==> src/rtl/core/ltvcap_pkg.sv <==
// Package with the shared types and constants of the capability parser.
package ltvcap_pkg;

	localparam int unsigned QUEUE_DEPTH = 4;

	typedef struct packed {
		logic [7:0] data;
		logic       last;
		logic       is_zero;
	} qitem_t;

endpackage

==> src/rtl/core/ltvcap_front.sv <==
// Front end: accepts record bytes, tags them, and queues them for the parser.
module ltvcap_front #(
	parameter int unsigned QUEUE_DEPTH = ltvcap_pkg::QUEUE_DEPTH
) (
	input  logic                clk,
	input  logic                arst_n,
	input  logic                item_valid,
	output logic                item_stall,
	input  logic [7:0]          data_byte,
	input  logic                last_byte,
	output ltvcap_pkg::qitem_t  head,
	output logic                head_valid,
	input  logic                head_pop
);
	import ltvcap_pkg::*;

	localparam int unsigned PtrW = (QUEUE_DEPTH > 1) ? $clog2(QUEUE_DEPTH) : 1;
	localparam int unsigned CntW = $clog2(QUEUE_DEPTH + 1);
	localparam logic [PtrW-1:0] PtrLast = PtrW'(QUEUE_DEPTH - 1);
	localparam logic [CntW-1:0] CntFull = CntW'(QUEUE_DEPTH);

	qitem_t          mem_q [QUEUE_DEPTH];
	logic [PtrW-1:0] wr_ptr_q;
	logic [PtrW-1:0] rd_ptr_q;
	logic [CntW-1:0] count_q;
	logic            push;
	logic            pop;
	qitem_t          wr_item;

	assign item_stall = (count_q == CntFull);
	assign head_valid = (count_q != '0);
	assign push       = item_valid && !item_stall;
	assign pop        = head_pop && head_valid;
	assign head       = mem_q[rd_ptr_q];

	always_comb begin
		wr_item.data    = data_byte;
		wr_item.last    = last_byte;
		wr_item.is_zero = (data_byte == 8'd0);
	end

	always_ff @(posedge clk) begin
		if (push) begin
			mem_q[wr_ptr_q] <= wr_item;
		end
	end

	always_ff @(posedge clk or negedge arst_n) begin
		if (!arst_n) begin
			wr_ptr_q <= '0;
			rd_ptr_q <= '0;
			count_q  <= '0;
		end else begin
			if (push) begin
				wr_ptr_q <= (wr_ptr_q == PtrLast) ? '0 : wr_ptr_q + PtrW'(1);
			end
			if (pop) begin
				rd_ptr_q <= (rd_ptr_q == PtrLast) ? '0 : rd_ptr_q + PtrW'(1);
			end
			if (push && !pop) begin
				count_q <= count_q + CntW'(1);
			end else if (pop && !push) begin
				count_q <= count_q - CntW'(1);
			end
		end
	end

endmodule

==> src/rtl/core/ltvcap_back.sv <==
// Back end: walks the length-type-value elements and registers the result.
module ltvcap_back (
	input  logic               clk,
	input  logic               arst_n,
	input  ltvcap_pkg::qitem_t head,
	input  logic               head_valid,
	output logic               head_pop,
	output logic               result_valid,
	input  logic               result_stall,
	output logic [15:0]        sampling_freqs,
	output logic [7:0]         frame_durations,
	output logic [7:0]         channel_counts,
	output logic [15:0]        min_octets,
	output logic [15:0]        max_octets,
	output logic [7:0]         frames_per_sdu,
	output logic               truncated
);
	import ltvcap_pkg::*;

	localparam logic [1:0] PH_LEN  = 2'd0;
	localparam logic [1:0] PH_TYPE = 2'd1;
	localparam logic [1:0] PH_VAL  = 2'd2;

	localparam logic [7:0] TYPE_FREQ     = 8'd1;
	localparam logic [7:0] TYPE_DURATION = 8'd2;
	localparam logic [7:0] TYPE_COUNT    = 8'd3;
	localparam logic [7:0] TYPE_OCTETS   = 8'd4;
	localparam logic [7:0] TYPE_SDU      = 8'd5;

	logic [1:0]  phase_q, phase_n;
	logic [7:0]  left_q, left_n;
	logic [7:0]  type_q, type_n;
	logic [31:0] value_q, value_n;
	logic [2:0]  pos_q, pos_n;
	logic [15:0] freq_q, freq_n;
	logic [7:0]  dur_q, dur_n;
	logic [7:0]  cnt_q, cnt_n;
	logic [15:0] min_q, min_n;
	logic [15:0] max_q, max_n;
	logic [7:0]  sdu_q, sdu_n;
	logic        finish;
	logic        take;
	logic        result_valid_q;

	assign take         = head_valid && (!result_valid_q || !result_stall);
	assign head_pop     = take;
	assign result_valid = result_valid_q;

	always_comb begin
		phase_n = phase_q;
		left_n  = left_q;
		type_n  = type_q;
		value_n = value_q;
		pos_n   = pos_q;
		freq_n  = freq_q;
		dur_n   = dur_q;
		cnt_n   = cnt_q;
		min_n   = min_q;
		max_n   = max_q;
		sdu_n   = sdu_q;
		finish  = 1'b0;
		unique case (phase_q)
			PH_TYPE: begin
				type_n  = head.data;
				value_n = '0;
				pos_n   = '0;
				if (left_q == 8'd0) begin
					finish = 1'b1;
				end else begin
					phase_n = PH_VAL;
				end
			end
			PH_VAL: begin
				if (!pos_q[2]) begin
					value_n = value_q | (32'(head.data) << {pos_q[1:0], 3'b000});
					pos_n   = pos_q + 3'd1;
				end
				left_n = left_q - 8'd1;
				if (left_n == 8'd0) begin
					finish = 1'b1;
				end
			end
			default: begin
				if (head.is_zero) begin
					phase_n = PH_LEN;
				end else begin
					left_n  = head.data - 8'd1;
					phase_n = PH_TYPE;
				end
			end
		endcase
		if (finish) begin
			phase_n = PH_LEN;
			unique case (type_n)
				TYPE_FREQ:     freq_n = value_n[15:0];
				TYPE_DURATION: dur_n  = value_n[7:0];
				TYPE_COUNT:    cnt_n  = value_n[7:0];
				TYPE_OCTETS: begin
					min_n = value_n[15:0];
					max_n = value_n[31:16];
				end
				TYPE_SDU:      sdu_n  = value_n[7:0];
				default: begin
				end
			endcase
		end
	end

	always_ff @(posedge clk or negedge arst_n) begin
		if (!arst_n) begin
			phase_q        <= PH_LEN;
			left_q         <= '0;
			type_q         <= '0;
			value_q        <= '0;
			pos_q          <= '0;
			freq_q         <= '0;
			dur_q          <= '0;
			cnt_q          <= '0;
			min_q          <= '0;
			max_q          <= '0;
			sdu_q          <= '0;
			result_valid_q <= 1'b0;
		end else begin
			if (take && head.last) begin
				phase_q        <= PH_LEN;
				left_q         <= '0;
				type_q         <= '0;
				value_q        <= '0;
				pos_q          <= '0;
				freq_q         <= '0;
				dur_q          <= '0;
				cnt_q          <= '0;
				min_q          <= '0;
				max_q          <= '0;
				sdu_q          <= '0;
				result_valid_q <= 1'b1;
			end else begin
				if (take) begin
					phase_q <= phase_n;
					left_q  <= left_n;
					type_q  <= type_n;
					value_q <= value_n;
					pos_q   <= pos_n;
					freq_q  <= freq_n;
					dur_q   <= dur_n;
					cnt_q   <= cnt_n;
					min_q   <= min_n;
					max_q   <= max_n;
					sdu_q   <= sdu_n;
				end
				if (result_valid_q && !result_stall) begin
					result_valid_q <= 1'b0;
				end
			end
		end
	end

	always_ff @(posedge clk) begin
		if (take && head.last) begin
			sampling_freqs  <= freq_n;
			frame_durations <= dur_n;
			channel_counts  <= cnt_n;
			min_octets      <= min_n;
			max_octets      <= max_n;
			frames_per_sdu  <= sdu_n;
			truncated       <= (phase_n == PH_TYPE) || (phase_n == PH_VAL);
		end
	end

endmodule

==> src/rtl/core/ltv_codec_capability_parser.sv <==
// Top level of the codec capability parser: byte queue followed by the element parser.
// A byte accepted into the byte queue is parsed once it reaches the queue head; the
// result is registered when the element parser takes that record's last byte.
// Throughput is one byte per cycle from the element parser while no result is stalled.
// The byte queue absorbs up to QUEUE_DEPTH bytes while a result is stalled.
// Reset empties the queue and clears the parser state and fields, not the result outputs.
module ltv_codec_capability_parser #(
	parameter int unsigned QUEUE_DEPTH = ltvcap_pkg::QUEUE_DEPTH
) (
	input  logic        clk,
	input  logic        arst_n,
	input  logic        item_valid,
	output logic        item_stall,
	input  logic [7:0]  data_byte,
	input  logic        last_byte,
	output logic        result_valid,
	input  logic        result_stall,
	output logic [15:0] sampling_freqs,
	output logic [7:0]  frame_durations,
	output logic [7:0]  channel_counts,
	output logic [15:0] min_octets,
	output logic [15:0] max_octets,
	output logic [7:0]  frames_per_sdu,
	output logic        truncated
);
	import ltvcap_pkg::*;

	qitem_t head;
	logic   head_valid;
	logic   head_pop;

	ltvcap_front #(
		.QUEUE_DEPTH(QUEUE_DEPTH)
	) u_front (
		.clk        (clk),
		.arst_n     (arst_n),
		.item_valid (item_valid),
		.item_stall (item_stall),
		.data_byte  (data_byte),
		.last_byte  (last_byte),
		.head       (head),
		.head_valid (head_valid),
		.head_pop   (head_pop)
	);

	ltvcap_back u_back (
		.clk             (clk),
		.arst_n          (arst_n),
		.head            (head),
		.head_valid      (head_valid),
		.head_pop        (head_pop),
		.result_valid    (result_valid),
		.result_stall    (result_stall),
		.sampling_freqs  (sampling_freqs),
		.frame_durations (frame_durations),
		.channel_counts  (channel_counts),
		.min_octets      (min_octets),
		.max_octets      (max_octets),
		.frames_per_sdu  (frames_per_sdu),
		.truncated       (truncated)
	);

endmodule

==> config.mk <==
export PLATFORM = sky130hd
export DESIGN_NAME = ltv_codec_capability_parser
export DESIGN_NICKNAME = d
export VERILOG_FILES = /design/src/rtl/core/ltvcap_pkg.sv /design/src/rtl/core/ltvcap_front.sv /design/src/rtl/core/ltvcap_back.sv /design/src/rtl/core/ltv_codec_capability_parser.sv
export SDC_FILE = /design/constraint.sdc
export NUM_CORES = 1
export LEC_CHECK = 0
export BUFFER_PORTS_ARGS = -buffer_cell sky130_fd_sc_hd__buf_4
export CAP_MARGIN = 20
export CORE_MARGIN = 2
export CORE_UTILIZATION = 65
export DETAILED_ROUTE_END_ITERATION = 7
export PLACE_DENSITY = 0.89
export SLEW_MARGIN = 20
export SYNTH_ARGS = -nofsm -noshare
export SYNTH_HDL_FRONTEND = slang
export SYNTH_SLANG_ARGS = --single-unit
export TNS_END_PERCENT = 30
==> constraint.sdc <==
create_clock -name clk -period 8.2 [get_ports clk]
set_input_delay 1.23 -clock clk [delete_from_list [all_inputs] [get_ports clk]]
set_output_delay 1.23 -clock clk [all_outputs]
set_load 0.01 [all_outputs]
==> results.toml, run 1 <==
[run_status]
status = "complete, no violations"

[logic_synthesis]
postSynthRegisterBits = 246
syn_inst = 964
synth_fp_nets = 992
synthesis.yosys.warnings = 0
netlist-cell-type-count = 68
dominantRegCellSynth = "dfrtp_1"
synth_area_um2 = 11300
ys_async_sr_fraction_pct = 54.1
synth-edff-count = 113
synth-seq-area-share_pct = 59.3
syn_avg_cell_area_um2 = 11.8

[power]
p_leak_uw = 0.00510
seq_power_share_pct = 41.1
cellPowerDensity_nw_per_um2 = 340
ir_worst_vdd_v = 0.000348
combPwrFrac_pct = 35.0
power_frac_clock_pct = 24.0
p_int_uw = 2720
net-switching-power_uw = 1590
switching_share_pct = 36.9

[setup_path]
arrival_ns = 4.27
r2r.worst_path.cells = 5
timing.rr.start = "u_front.rd_ptr_q[0]"
timing.critical_path.from_type = "flop"
critPathRequiredTime_ns = 8.46
worstPathMaxFanout = 33
reg2reg_to = "u_back.min_octets[0]"
cp-end-kind = "flop"
criticalPathCategory = "reg2reg"
setup_slack_reg_to_reg_ns = 4.20

[sta]
totalNegativeSetupSlack_ns = 0
layout_worst_path_cycle_share_pct = 48.8
report.final.hold_viol_count = 0
setup_viol_count_final = 0
rsz0062_at_grt = "no"
worst_slew_pin_slew_ns = 1.01
hold_ws_ns = 0.481
fin_crit_ns = 4.00
clock-skew-final_ns = 0.0118
final_max_slew_viol_count = 0
relSlewSlack_pct = 30.7
fmaxAchievable_mhz = 250

[global_route]
vias_in_the_first_global_route = 8027
antenna_found_initial = 0
globalRouteTotalUtil_pct = 29.4
globalRouteOverflowTotal = 0
grt_max_degree = 71
grt_first_pass_wirelength_um = 42600

[final_layout]
syn_to_final_growth_pct = 12.0
final_layout_size_suffix_gt1_share_pct = 18.0
finish.net_count = 1047
n_antenna_cell = 0
n_fill_cell = 1141

[die]
io_pins = 88
die_h_um = 136
placementRows = 48
die_area_um2 = 18500
core_area_um2 = 17200
die_w_um = 136
initial_core_util_pct = 66.0

[worst_hold_path]
hold_start = "u_back.value_q[22]"
min_to = "u_back.value_q[22]"
hold_path_class = "reg2reg"
min_path_cells = 2

[clocking]
clock_tree.htree_level_count = 1
maximum_number_of_buffers_from_clock_root_to_sink = 3
cts_made_buffers = 25
cts_tree = "done"
clock_sinks = 246
clk-insertion-delay-late_ns = 0.52
post-cts-setup-buffers = 0
cts-resized-gates = 0
number_of_buffers_inserted_for_hold_repair_after_clock_tree_synthesis = 0
clk_pin_slew_worst_paths_ns = 0.06
root_buffer = "clkbuf_16"

[route]
first_pass_drt_iterations = 6
detail_route.drc_violations = 0
detailed_router_s_first_iteration_violation_count = 968
detailroute.via_count = 8267
route.final.wire_length_um = 26600
vias_per_cell = 6.56
postRouteAntennaNets = 0
wl_per_cell_um = 21.1

[place]
globalplace.congestion = 0.859
buffer_ports.inserted = 87
dp.final_hpwl_um = 16200

[job]
drv_cap = 0
[cell usage after synthesis (10+ instances only)]
cell type / number / area share [%]
edfxtp_1: 113 / 30
mux2_2: 17 / 1.7
ha_1: 14 / 1.5
nand2_1: 120 / 4.0
clkbuf_1: 45 / 1.5
o211ai_1: 10 / 0.66
nor3_1: 12 / 0.53
dfrtp_1: 133 / 29
mux2i_1: 24 / 2.1
o22ai_1: 41 / 2.3
and2_1: 10 / 0.55
o311ai_0: 15 / 1.2
a21o_1: 12 / 0.80
a22oi_1: 17 / 1.1
mux2_4: 13 / 1.7
nor2_1: 43 / 1.4
o21ai_0: 107 / 4.7
a21oi_1: 38 / 1.7
inv_1: 37 / 1.2
[logic make-up (layout without fill, tap and decap cells)]
group | count (synthesis) | in the layout | share of synthesized area [%]
compound gates | 289 | 289 | 16.4
xor+xnor | 11 | 11 | 0.850
fa+ha+maj | 15 | 15 | 1.72
buf+inv | 108 | 180 | 4.83
flops | 246 | 246 | 59.3
mux | 67 | 67 | 7.72
simple gates | 228 | 228 | 9.21
[per-layer routing]
layer  wire [µm]  vias to the layer above  GRT usage, %
met5           0                        -             0
met4         979                        0          12.1
met3        2270                       74          4.85
met2       13000                      448          47.3
met1       10400                     4083          40.3
li1            -                     3662             -
[registers in the layout, indices dropped and copies added, names as in the netlist]
name	count
u_back.type_q	8
u_back.sdu_q	8
u_back.truncated	1
u_back.dur_q	8
u_front.count_q	3
u_back.min_q	16
u_front.wr_ptr_q	2
u_back.phase_q	2
u_back.max_q	16
u_front.mem_q	40
u_front.rd_ptr_q	2
u_back.frames_per_sdu	8
u_back.result_valid	1
u_back.freq_q	16
u_back.max_octets	16
u_back.value_q	32
u_back.pos_q	3
u_back.min_octets	16
u_back.cnt_q	8
u_back.left_q	8
u_back.frame_durations	8
u_back.sampling_freqs	16
u_back.channel_counts	8
[metrics by stage]
step / utilization [%] / power (µW) / std cells / setup WS, ns / cell area [µm²]
finish: 73.9 / 4310 / 1261 / 4.20 / 12700
global route: 73.9 / 4510 / 1261 / 4.03 / 12700
CTS: 73.8 / 4310 / 1261 / 4.02 / 12700
detailed placement: 69.6 / 3270 / 1217 / 4.16 / 12000
global placement: 69.6 / 3220 / 1217 / 4.35 / 12000
floorplan: - / 2720 / 964 / 4.28 / 11300
[cell type report]
cell class	count	area [µm²]	area share [%]
sequential	246	6720	53.0
multi-input combinational	610	4080	32.1
timing repair buffer	99	743	5.86
clock buffer	38	694	5.47
tap	225	282	2.22
inverter	37	139	1.09
clock inverter	6	33.8	0.266
[layout by cell type (no fill, tap or decap), types with 3 or more instances in the layout]
cell type | netlist | routed
a211oi_1 | 3 | 3
a21o_1 | 12 | 12
a21oi_1 | 38 | 38
a22o_1 | 9 | 9
a22oi_1 | 17 | 17
a2bb2oi_1 | 3 | 3
a31oi_1 | 5 | 5
a32o_1 | 5 | 5
a32oi_1 | 9 | 9
and2_1 | 10 | 10
and3_1 | 7 | 7
buf_4 | 6 | 99
clkbuf_1 | 45 | 11
clkbuf_16 | 0 | 25
clkinv_2 | 0 | 3
dfrtp_1 | 133 | 133
edfxtp_1 | 113 | 113
ha_1 | 14 | 14
inv_1 | 37 | 35
mux2_1 | 4 | 4
mux2_2 | 17 | 17
mux2_4 | 13 | 13
mux2i_1 | 24 | 24
mux4_2 | 8 | 8
nand2_1 | 120 | 119
nand3_1 | 4 | 3
nor2_1 | 43 | 43
nor2b_1 | 4 | 4
nor3_1 | 12 | 12
o211ai_1 | 10 | 10
o21ai_0 | 107 | 107
o22ai_1 | 41 | 41
o311ai_0 | 15 | 15
or3_1 | 4 | 4
or4_1 | 3 | 3
xnor2_1 | 7 | 7
xor2_1 | 4 | 4
[worst max-delay path: stages, from the launching register on]
cell     delay, ns
dfrtp_1       0.92
mux4_2        0.78
mux2i_4       0.27
and3_1        0.59
and3_4        0.75
mux2_2        0.41
[power by group through the flow]
stage,combinational [µW],clock [µW],sequential [µW]
3_3_place_gp,1440,0,1780
6_report,1510,1030,1770
5_1_grt,1620,1090,1800
2_1_floorplan,890,0,1830
4_1_cts,1490,1040,1770
3_5_place_dp,1480,0,1790
[how the worst max path moves through the flow]
stage	startpoint	slack [ns]	endpoint
floorplan	result_stall	4.28	u_back.left_q[5]
global placement	result_stall	4.35	u_back.left_q[2]
global route	u_front.rd_ptr_q[0]	4.03	u_back.min_octets[0]
detailed placement	u_front.rd_ptr_q[0]	4.16	u_back.freq_q[0]
CTS	u_front.rd_ptr_q[0]	4.02	u_back.freq_q[0]
finish	u_front.rd_ptr_q[0]	4.20	u_back.min_octets[0]
Note: power is estimated with default switching activity, not from simulation.
==> inputs of run 2 (changes only) <==
--- a/config.mk
+++ b/config.mk
@@ -5,12 +5,13 @@
 export SDC_FILE = /design/constraint.sdc
 export NUM_CORES = 1
 export LEC_CHECK = 0
+export ABC_AREA = 1
 export BUFFER_PORTS_ARGS = -buffer_cell sky130_fd_sc_hd__buf_4
 export CAP_MARGIN = 20
 export CORE_MARGIN = 2
-export CORE_UTILIZATION = 65
+export CORE_UTILIZATION = 61
 export DETAILED_ROUTE_END_ITERATION = 7
-export PLACE_DENSITY = 0.89
+export PLACE_DENSITY = 0.85
 export SLEW_MARGIN = 20
 export SYNTH_ARGS = -nofsm -noshare
 export SYNTH_HDL_FRONTEND = slang
==> constraint.sdc (replaced) <==
create_clock -name clk -period 3.95 [get_ports clk]
set_input_delay 0.5925 -clock clk [delete_from_list [all_inputs] [get_ports clk]]
set_output_delay 0.5925 -clock clk [all_outputs]
set_load 0.01 [all_outputs]
==> run 2 against run 1 <==
  * Critical path depth up 4
  * Wire length grew 3.9%
  * Clock power grew to 2.5 times the previous value
  * Fmax rose by 25%
  * Sequential share of layout area shrank 4.8 points
  * Largest cell class unchanged
  * Via count grew 17%
  * Critical endpoint is now u_back.max_octets[15]
  * Power grew to 2.6 times the previous value
  * Sequential power grew 120%
  * Flip-flop and latch count did not move
==> results.toml, run 2 <==
[route]
detail_route.drc_violations = 0
wl_per_cell_um = 15.8
first_pass_drt_iterations = 5
route.final.wire_length_um = 27700
detailroute.via_count = 9689
postRouteAntennaNets = 0
vias_per_cell = 5.54
detailed_router_s_first_iteration_violation_count = 895

[final_layout]
regMostFlops = "u_front.mem_q"
n_fill_cell = 1416
reg_top3 = "u_front.mem_q (40), u_back.value_q (32)"
syn_to_final_growth_pct = 14.1
most_frequent_cells_in_the_layout = "nand2_1, inv_1, dfrtp_1, nand3_1, edfxtp_1"
utilization_pct = 71.2
most_frequent_standard_cell_in_the_layout_excluding_fill_and_tap_cells = "nand2_1"
final_layout_size_suffix_gt1_share_pct = 12.7
flip_flop_count_of_the_largest_register_all_copies_and_words_added = 40
multi_input_area_um2 = 4620
finish.net_count = 1491
final-seq-area_um2 = 6720
n_antenna_cell = 0

[sta]
totalNegativeSetupSlack_ns = 0
rsz0062_at_grt = "no"
report.final.hold_viol_count = 0
worst_slew_pin_slew_ns = 1.00
fin_crit_ns = 3.19
fmaxAchievable_mhz = 313
final_max_slew_viol_count = 0
layout_worst_path_cycle_share_pct = 80.8
setup_viol_count_final = 0
relSlewSlack_pct = 33.0
clock-skew-final_ns = 0.0238

[logic_synthesis]
netlist.top_cell.by_area = "edfxtp_1"
synthesis.yosys.warnings = 0
post_synth_and_or_nand_nor_area_fraction_pct = 30.9
synthTopCellsByArea = "edfxtp_1, dfrtp_1, nand2_1"
post_synth_most_frequent_cells = "nand2_1, inv_1, dfrtp_1, nand3_1, edfxtp_1"
synth-seq-area-share_pct = 55.0
synth_area_um2 = 12200
syn_avg_cell_area_um2 = 8.76
netlist-cell-type-count = 39
yosys.area_share.xor_xnor_pct = 0.502
yosys.cell_count.top_type = "nand2_1"
synth_fp_nets = 1424
ys_async_sr_fraction_pct = 54.1
syn_inst = 1396
synth_fa_ha_area_share_pct = 1.60
yosys.area.top_type_share_pct = 27.8
combinational_family_with_the_most_area_after_synthesis = "simple AND/OR/NAND/NOR gates"
synth_compound_gate_area_share_pct = 4.61
synth.mux.area_fraction_pct = 0.0921
dominantRegCellSynth = "dfrtp_1"
synth-edff-count = 113
postSynthRegisterBits = 246

[run_status]
status = "complete, no violations"

[setup_path]
criticalPathCategory = "reg2reg"
timing.critical_path.from_type = "flop"
critPathRequiredTime_ns = 4.19
arrival_ns = 3.43
cp-end-kind = "flop"
worstPathMaxFanout = 32

[power]
seq_power_share_pct = 34.4
net-switching-power_uw = 4790
cellPowerDensity_nw_per_um2 = 817
p_int_uw = 6600
combPwrFrac_pct = 43.0
power_frac_clock_pct = 22.7
switching_share_pct = 42.1
p_leak_uw = 0.00675
ir_worst_vdd_v = 0.000595

[die]
die_h_um = 146
placementRows = 51
initial_core_util_pct = 62.4
io_pins = 88
die_area_um2 = 21200
core_area_um2 = 19600
die_w_um = 146

[place]
buffer_ports.inserted = 87
globalplace.congestion = 0.909
dp.final_hpwl_um = 17500

[clocking]
clk-insertion-delay-late_ns = 0.54
maximum_number_of_buffers_from_clock_root_to_sink = 3
cts_tree = "done"
clock_sinks = 246
post-cts-setup-buffers = 0
cts_made_buffers = 27
clk_pin_slew_worst_paths_ns = 0.06
clock_tree.htree_level_count = 1
root_buffer = "clkbuf_16"

[global_route]
grt_first_pass_wirelength_um = 46100
antenna_found_initial = 0
globalRouteOverflowTotal = 0
vias_in_the_first_global_route = 9583
globalRouteTotalUtil_pct = 26.4
grt_max_degree = 121

[worst_hold_path]
hold_path_class = "in2reg"

[job]
drv_cap = 0
## run 2: worst paths after layout
| kind | from | to | slack [ns] | depth (start not counted) |
|---|---|---|---|---|
| max in group asynchronous | arst_n | u_front.wr_ptr_q[0] | 2.50 | 3 |
| hold / removal | last_byte | u_front.mem_q[3][1] | 0.27 | 1 |
| hold reg to reg | u_back.min_q[9] | u_back.min_q[9] | 0.48 | 2 |
| min in group asynchronous | arst_n | u_back.cnt_q[6] | 0.46 | 2 |
| setup / recovery | u_back.phase_q[1] | u_back.max_octets[15] | 0.76 | 9 |
| setup reg to reg | u_back.phase_q[1] | u_back.max_octets[15] | 0.76 | 9 |
## run 2: metrics by stage
step	setup slack (ns)	power [µW]	hold slack, ns	cell area, µm²	cells
3_3_place_gp	0.968	8700	0.460	13000	1698
4_1_cts	0.833	11400	0.254	13900	1749
5_1_grt	0.526	12100	0.253	13900	1749
3_5_place_dp	0.840	8800	0.465	13000	1698
6_report	0.758	11400	0.272	13900	1749
2_1_floorplan	0.481	7210	0.297	12200	1396
## run 2: timing repair
action                     in CTS  in global routing
resized for setup               0                  0
hold endpoints to repair       13                  0
hold buffers                    1                  0
setup endpoints to repair       0                  0
## run 2: cells by family after synthesis
logic type | count (synthesis)
buf+inv | 213
compound gates | 92
simple gates | 822
mux | 1
flops | 246
xor+xnor | 7
fa+ha+maj | 15
## run 2: routing by layer
layer  vias to the layer above  track usage (%)  share of wire, %
met1                      4536             35.0                43
met2                       372             43.9                48
met3                        78             3.95               5.9
li1                       4703                -                 -
met4                         0             11.5               3.8
met5                         -                0                 0
## run 2: layout make-up
| class | instances | share of cell area (%) |
|---|---|---|
| clock buffer | 40 | 5.71 |
| clock inverter | 10 | 0.942 |
| inverter | 149 | 4.01 |
| multi-input combinational | 937 | 33.2 |
| sequential | 246 | 48.2 |
| tap | 265 | 2.38 |
| timing repair buffer | 102 | 5.60 |
## run 2: power by group through the flow
stage	clock (µW)	sequential [µW]	combinational, µW
5_1_grt	2720	3980	5400
4_1_cts	2600	3910	4880
6_report	2580	3920	4900
2_1_floorplan	0	4080	3140
3_3_place_gp	0	3950	4750
3_5_place_dp	0	3950	4860
## run 2: critical path, cell delays in order (launching register included)
cell      delay, ns
dfrtp_1        0.41
inv_1          0.08
ha_1           0.59
inv_2          0.29
or2_2          0.40
nand2_4        0.24
nand2_2        0.06
buf_4          0.22
inv_2          0.40
a21boi_0       0.20
==> inputs of run 3 (changes only) <==
--- a/config.mk
+++ b/config.mk
@@ -9,9 +9,9 @@
 export BUFFER_PORTS_ARGS = -buffer_cell sky130_fd_sc_hd__buf_4
 export CAP_MARGIN = 20
 export CORE_MARGIN = 2
-export CORE_UTILIZATION = 61
+export CORE_UTILIZATION = 55
 export DETAILED_ROUTE_END_ITERATION = 7
-export PLACE_DENSITY = 0.85
+export PLACE_DENSITY = 0.81
 export SLEW_MARGIN = 20
 export SYNTH_ARGS = -nofsm -noshare
 export SYNTH_HDL_FRONTEND = slang
==> constraint.sdc (replaced) <==
create_clock -name clk -period 2.9 [get_ports clk]
set_input_delay 0.435 -clock clk [delete_from_list [all_inputs] [get_ports clk]]
set_output_delay 0.435 -clock clk [all_outputs]
set_load 0.01 [all_outputs]
==> run 3 against run 2 <==
  * Combinational power up 41%
  * Sequential share of layout area down 0.70 points
  * Critical path type unchanged
  * Fmax up 25%
  * Cell count up 2.0%
==> results.toml, run 3 (synthesized netlist as in run 2, its figures left out) <==
[final_layout]
multi_input_area_um2 = 4620
reg_top3 = "u_front.mem_q (40), u_back.value_q (32)"
syn_to_final_growth_pct = 15.8
final_layout_size_suffix_gt1_share_pct = 14.1
n_fill_cell = 1745
most_frequent_cells_in_the_layout = "nand2_1, inv_1, dfrtp_1, nand3_1, buf_4"
utilization_pct = 64.8
finish.instance_area_um2 = 14200
finish.net_count = 1512
regMostFlops = "u_front.mem_q"
n_antenna_cell = 0
final-seq-area_um2 = 6720
most_frequent_standard_cell_in_the_layout_excluding_fill_and_tap_cells = "nand2_1"
post_layout_nonfiller_instances = 1784
flip_flop_count_of_the_largest_register_all_copies_and_words_added = 40

[sta]
totalNegativeSetupSlack_ns = 0
report.final.hold_viol_count = 0
worst_slew_pin_slew_ns = 0.808
relSlewSlack_pct = 46.1
clock-skew-final_ns = 0.0115
fmaxAchievable_mhz = 392
final_max_slew_viol_count = 0
fin_crit_ns = 2.55
setup_viol_count_final = 0
rsz0062_at_grt = "no"
layout_worst_path_cycle_share_pct = 88.0

[route]
wl_per_cell_um = 16.1
first_pass_drt_iterations = 5
detail_route.drc_violations = 0
vias_per_cell = 5.52
detailed_router_s_first_iteration_violation_count = 718
route.final.wire_length_um = 28700
detailroute.via_count = 9847
postRouteAntennaNets = 0

[job]
drv_cap = 0

[global_route]
globalRouteTotalUtil_pct = 24.7
vias_in_the_first_global_route = 9637
antenna_found_initial = 0
globalRouteOverflowTotal = 0
grt_first_pass_wirelength_um = 47500
grt_max_degree = 73

[die]
die_area_um2 = 23400
core_area_um2 = 21800
initial_core_util_pct = 56.0
io_pins = 88
placementRows = 54
die_w_um = 153
die_h_um = 153

[power]
ir_worst_vdd_v = 0.000589
p_leak_uw = 0.00685
power_frac_clock_pct = 22.5
net-switching-power_uw = 6620
seq_power_share_pct = 33.7
p_int_uw = 9210
cellPowerDensity_nw_per_um2 = 1120
combPwrFrac_pct = 43.8
switching_share_pct = 41.8

[setup_path]
library_cell_appearing_most_often_on_the_critical_path = "nand2_1"
arrival_ns = 2.96
worstPathMaxFanout = 17
cpMaxStageDelayCell = "dfrtp_2"
criticalPathCategory = "reg2reg"
critPathRequiredTime_ns = 3.31
timing.critical_path.from_type = "flop"
crit_chain = "clkinvlp_4 > nand3_1 > nand2_2 > nand2_1 > nand2_1 > nor2_1 > nand2_2 > nor2_8 > nand3_4 > nand2_1 > and2_1"
cp-end-kind = "flop"
critical-path-max-stage-delay_ns = 0.52

[run_status]
status = "complete, no violations"

[place]
placement.cell_area_um2 = 13200
dp.final_hpwl_um = 19100
dpl.cell_count = 1731
globalplace.congestion = 0.924
buffer_ports.inserted = 87

[clocking]
clock_tree.htree_level_count = 1
maximum_number_of_buffers_from_clock_root_to_sink = 3
clk-insertion-delay-late_ns = 0.54
cts_made_buffers = 27
clk_pin_slew_worst_paths_ns = 0.06
cts_tree = "done"
clock_sinks = 246
root_buffer = "clkbuf_16"

[worst_hold_path]
hold_path_class = "in2reg"
run 3: critical path, delay by kind of cell (launching register included):
kind / cells / cell delay, ns
buffers and inverters: 1 / 0.26
flip-flops: 1 / 0.52
AND/OR/NAND/NOR: 10 / 1.64
run 3: final cells by class:
class	count	share of cell area [%]
flip-flops and latches	246	47.5
multi-input cells	937	32.7
repair buffers	123	6.81
clock buffers	38	5.44
inverters	149	4.01
well taps	280	2.48
clock inverters	11	1.09
run 3: power groups by stage:
| stage | registers [µW] | clock network [µW] | logic, µW |
|---|---|---|---|
| 2_1_floorplan | 5540 | 0 | 4290 |
| 3_3_place_gp | 5370 | 0 | 6730 |
| 3_5_place_dp | 5400 | 0 | 6870 |
| 4_1_cts | 5340 | 3630 | 6890 |
| 5_1_grt | 5440 | 3760 | 7590 |
| 6_report | 5340 | 3570 | 6930 |
run 3: metrics by stage:
step | total power, µW | hold WS, ns | setup slack [ns]
final | 15800 | 0.111 | 0.347
after global routing | 16800 | 0.101 | 0.0957
after CTS | 15900 | 0.0847 | 0.156
after detailed placement | 12300 | 0.465 | 0.184
after floorplan | 9830 | 0.139 | 0.00756
after global placement | 12100 | 0.461 | 0.274
run 3: what timing repair did:
action | CTS | global route
endpoints found under the hold margin | 33 | 0
buffers inserted | 0 | 3
setup endpoints to repair | 0 | 28
hold buffers | 1 | 0
resized for setup | 0 | 3
run 3: path summary, 6_finish.rpt:
check	slack [ns]	start	cells after the start	to
setup reg to reg	0.35	u_front.rd_ptr_q[1]	11	u_back.min_octets[15]
max in group asynchronous	1.65	arst_n	3	u_back.value_q[25]
hold reg to reg	0.47	u_back.max_q[8]	2	u_back.max_q[8]
min in group asynchronous	0.50	arst_n	2	u_back.freq_q[4]
hold / removal	0.11	last_byte	1	u_front.mem_q[1][1]
setup / recovery	0.35	u_front.rd_ptr_q[1]	11	u_back.min_octets[15]
run 3: layer usage:
metal	wire length [µm]	global-route usage [%]	vias up
met3	1650	3.66	77
li1	-	-	4746
met2	14300	42.4	337
met4	956	8.55	0
met5	0	0	-
met1	11800	32.2	4687
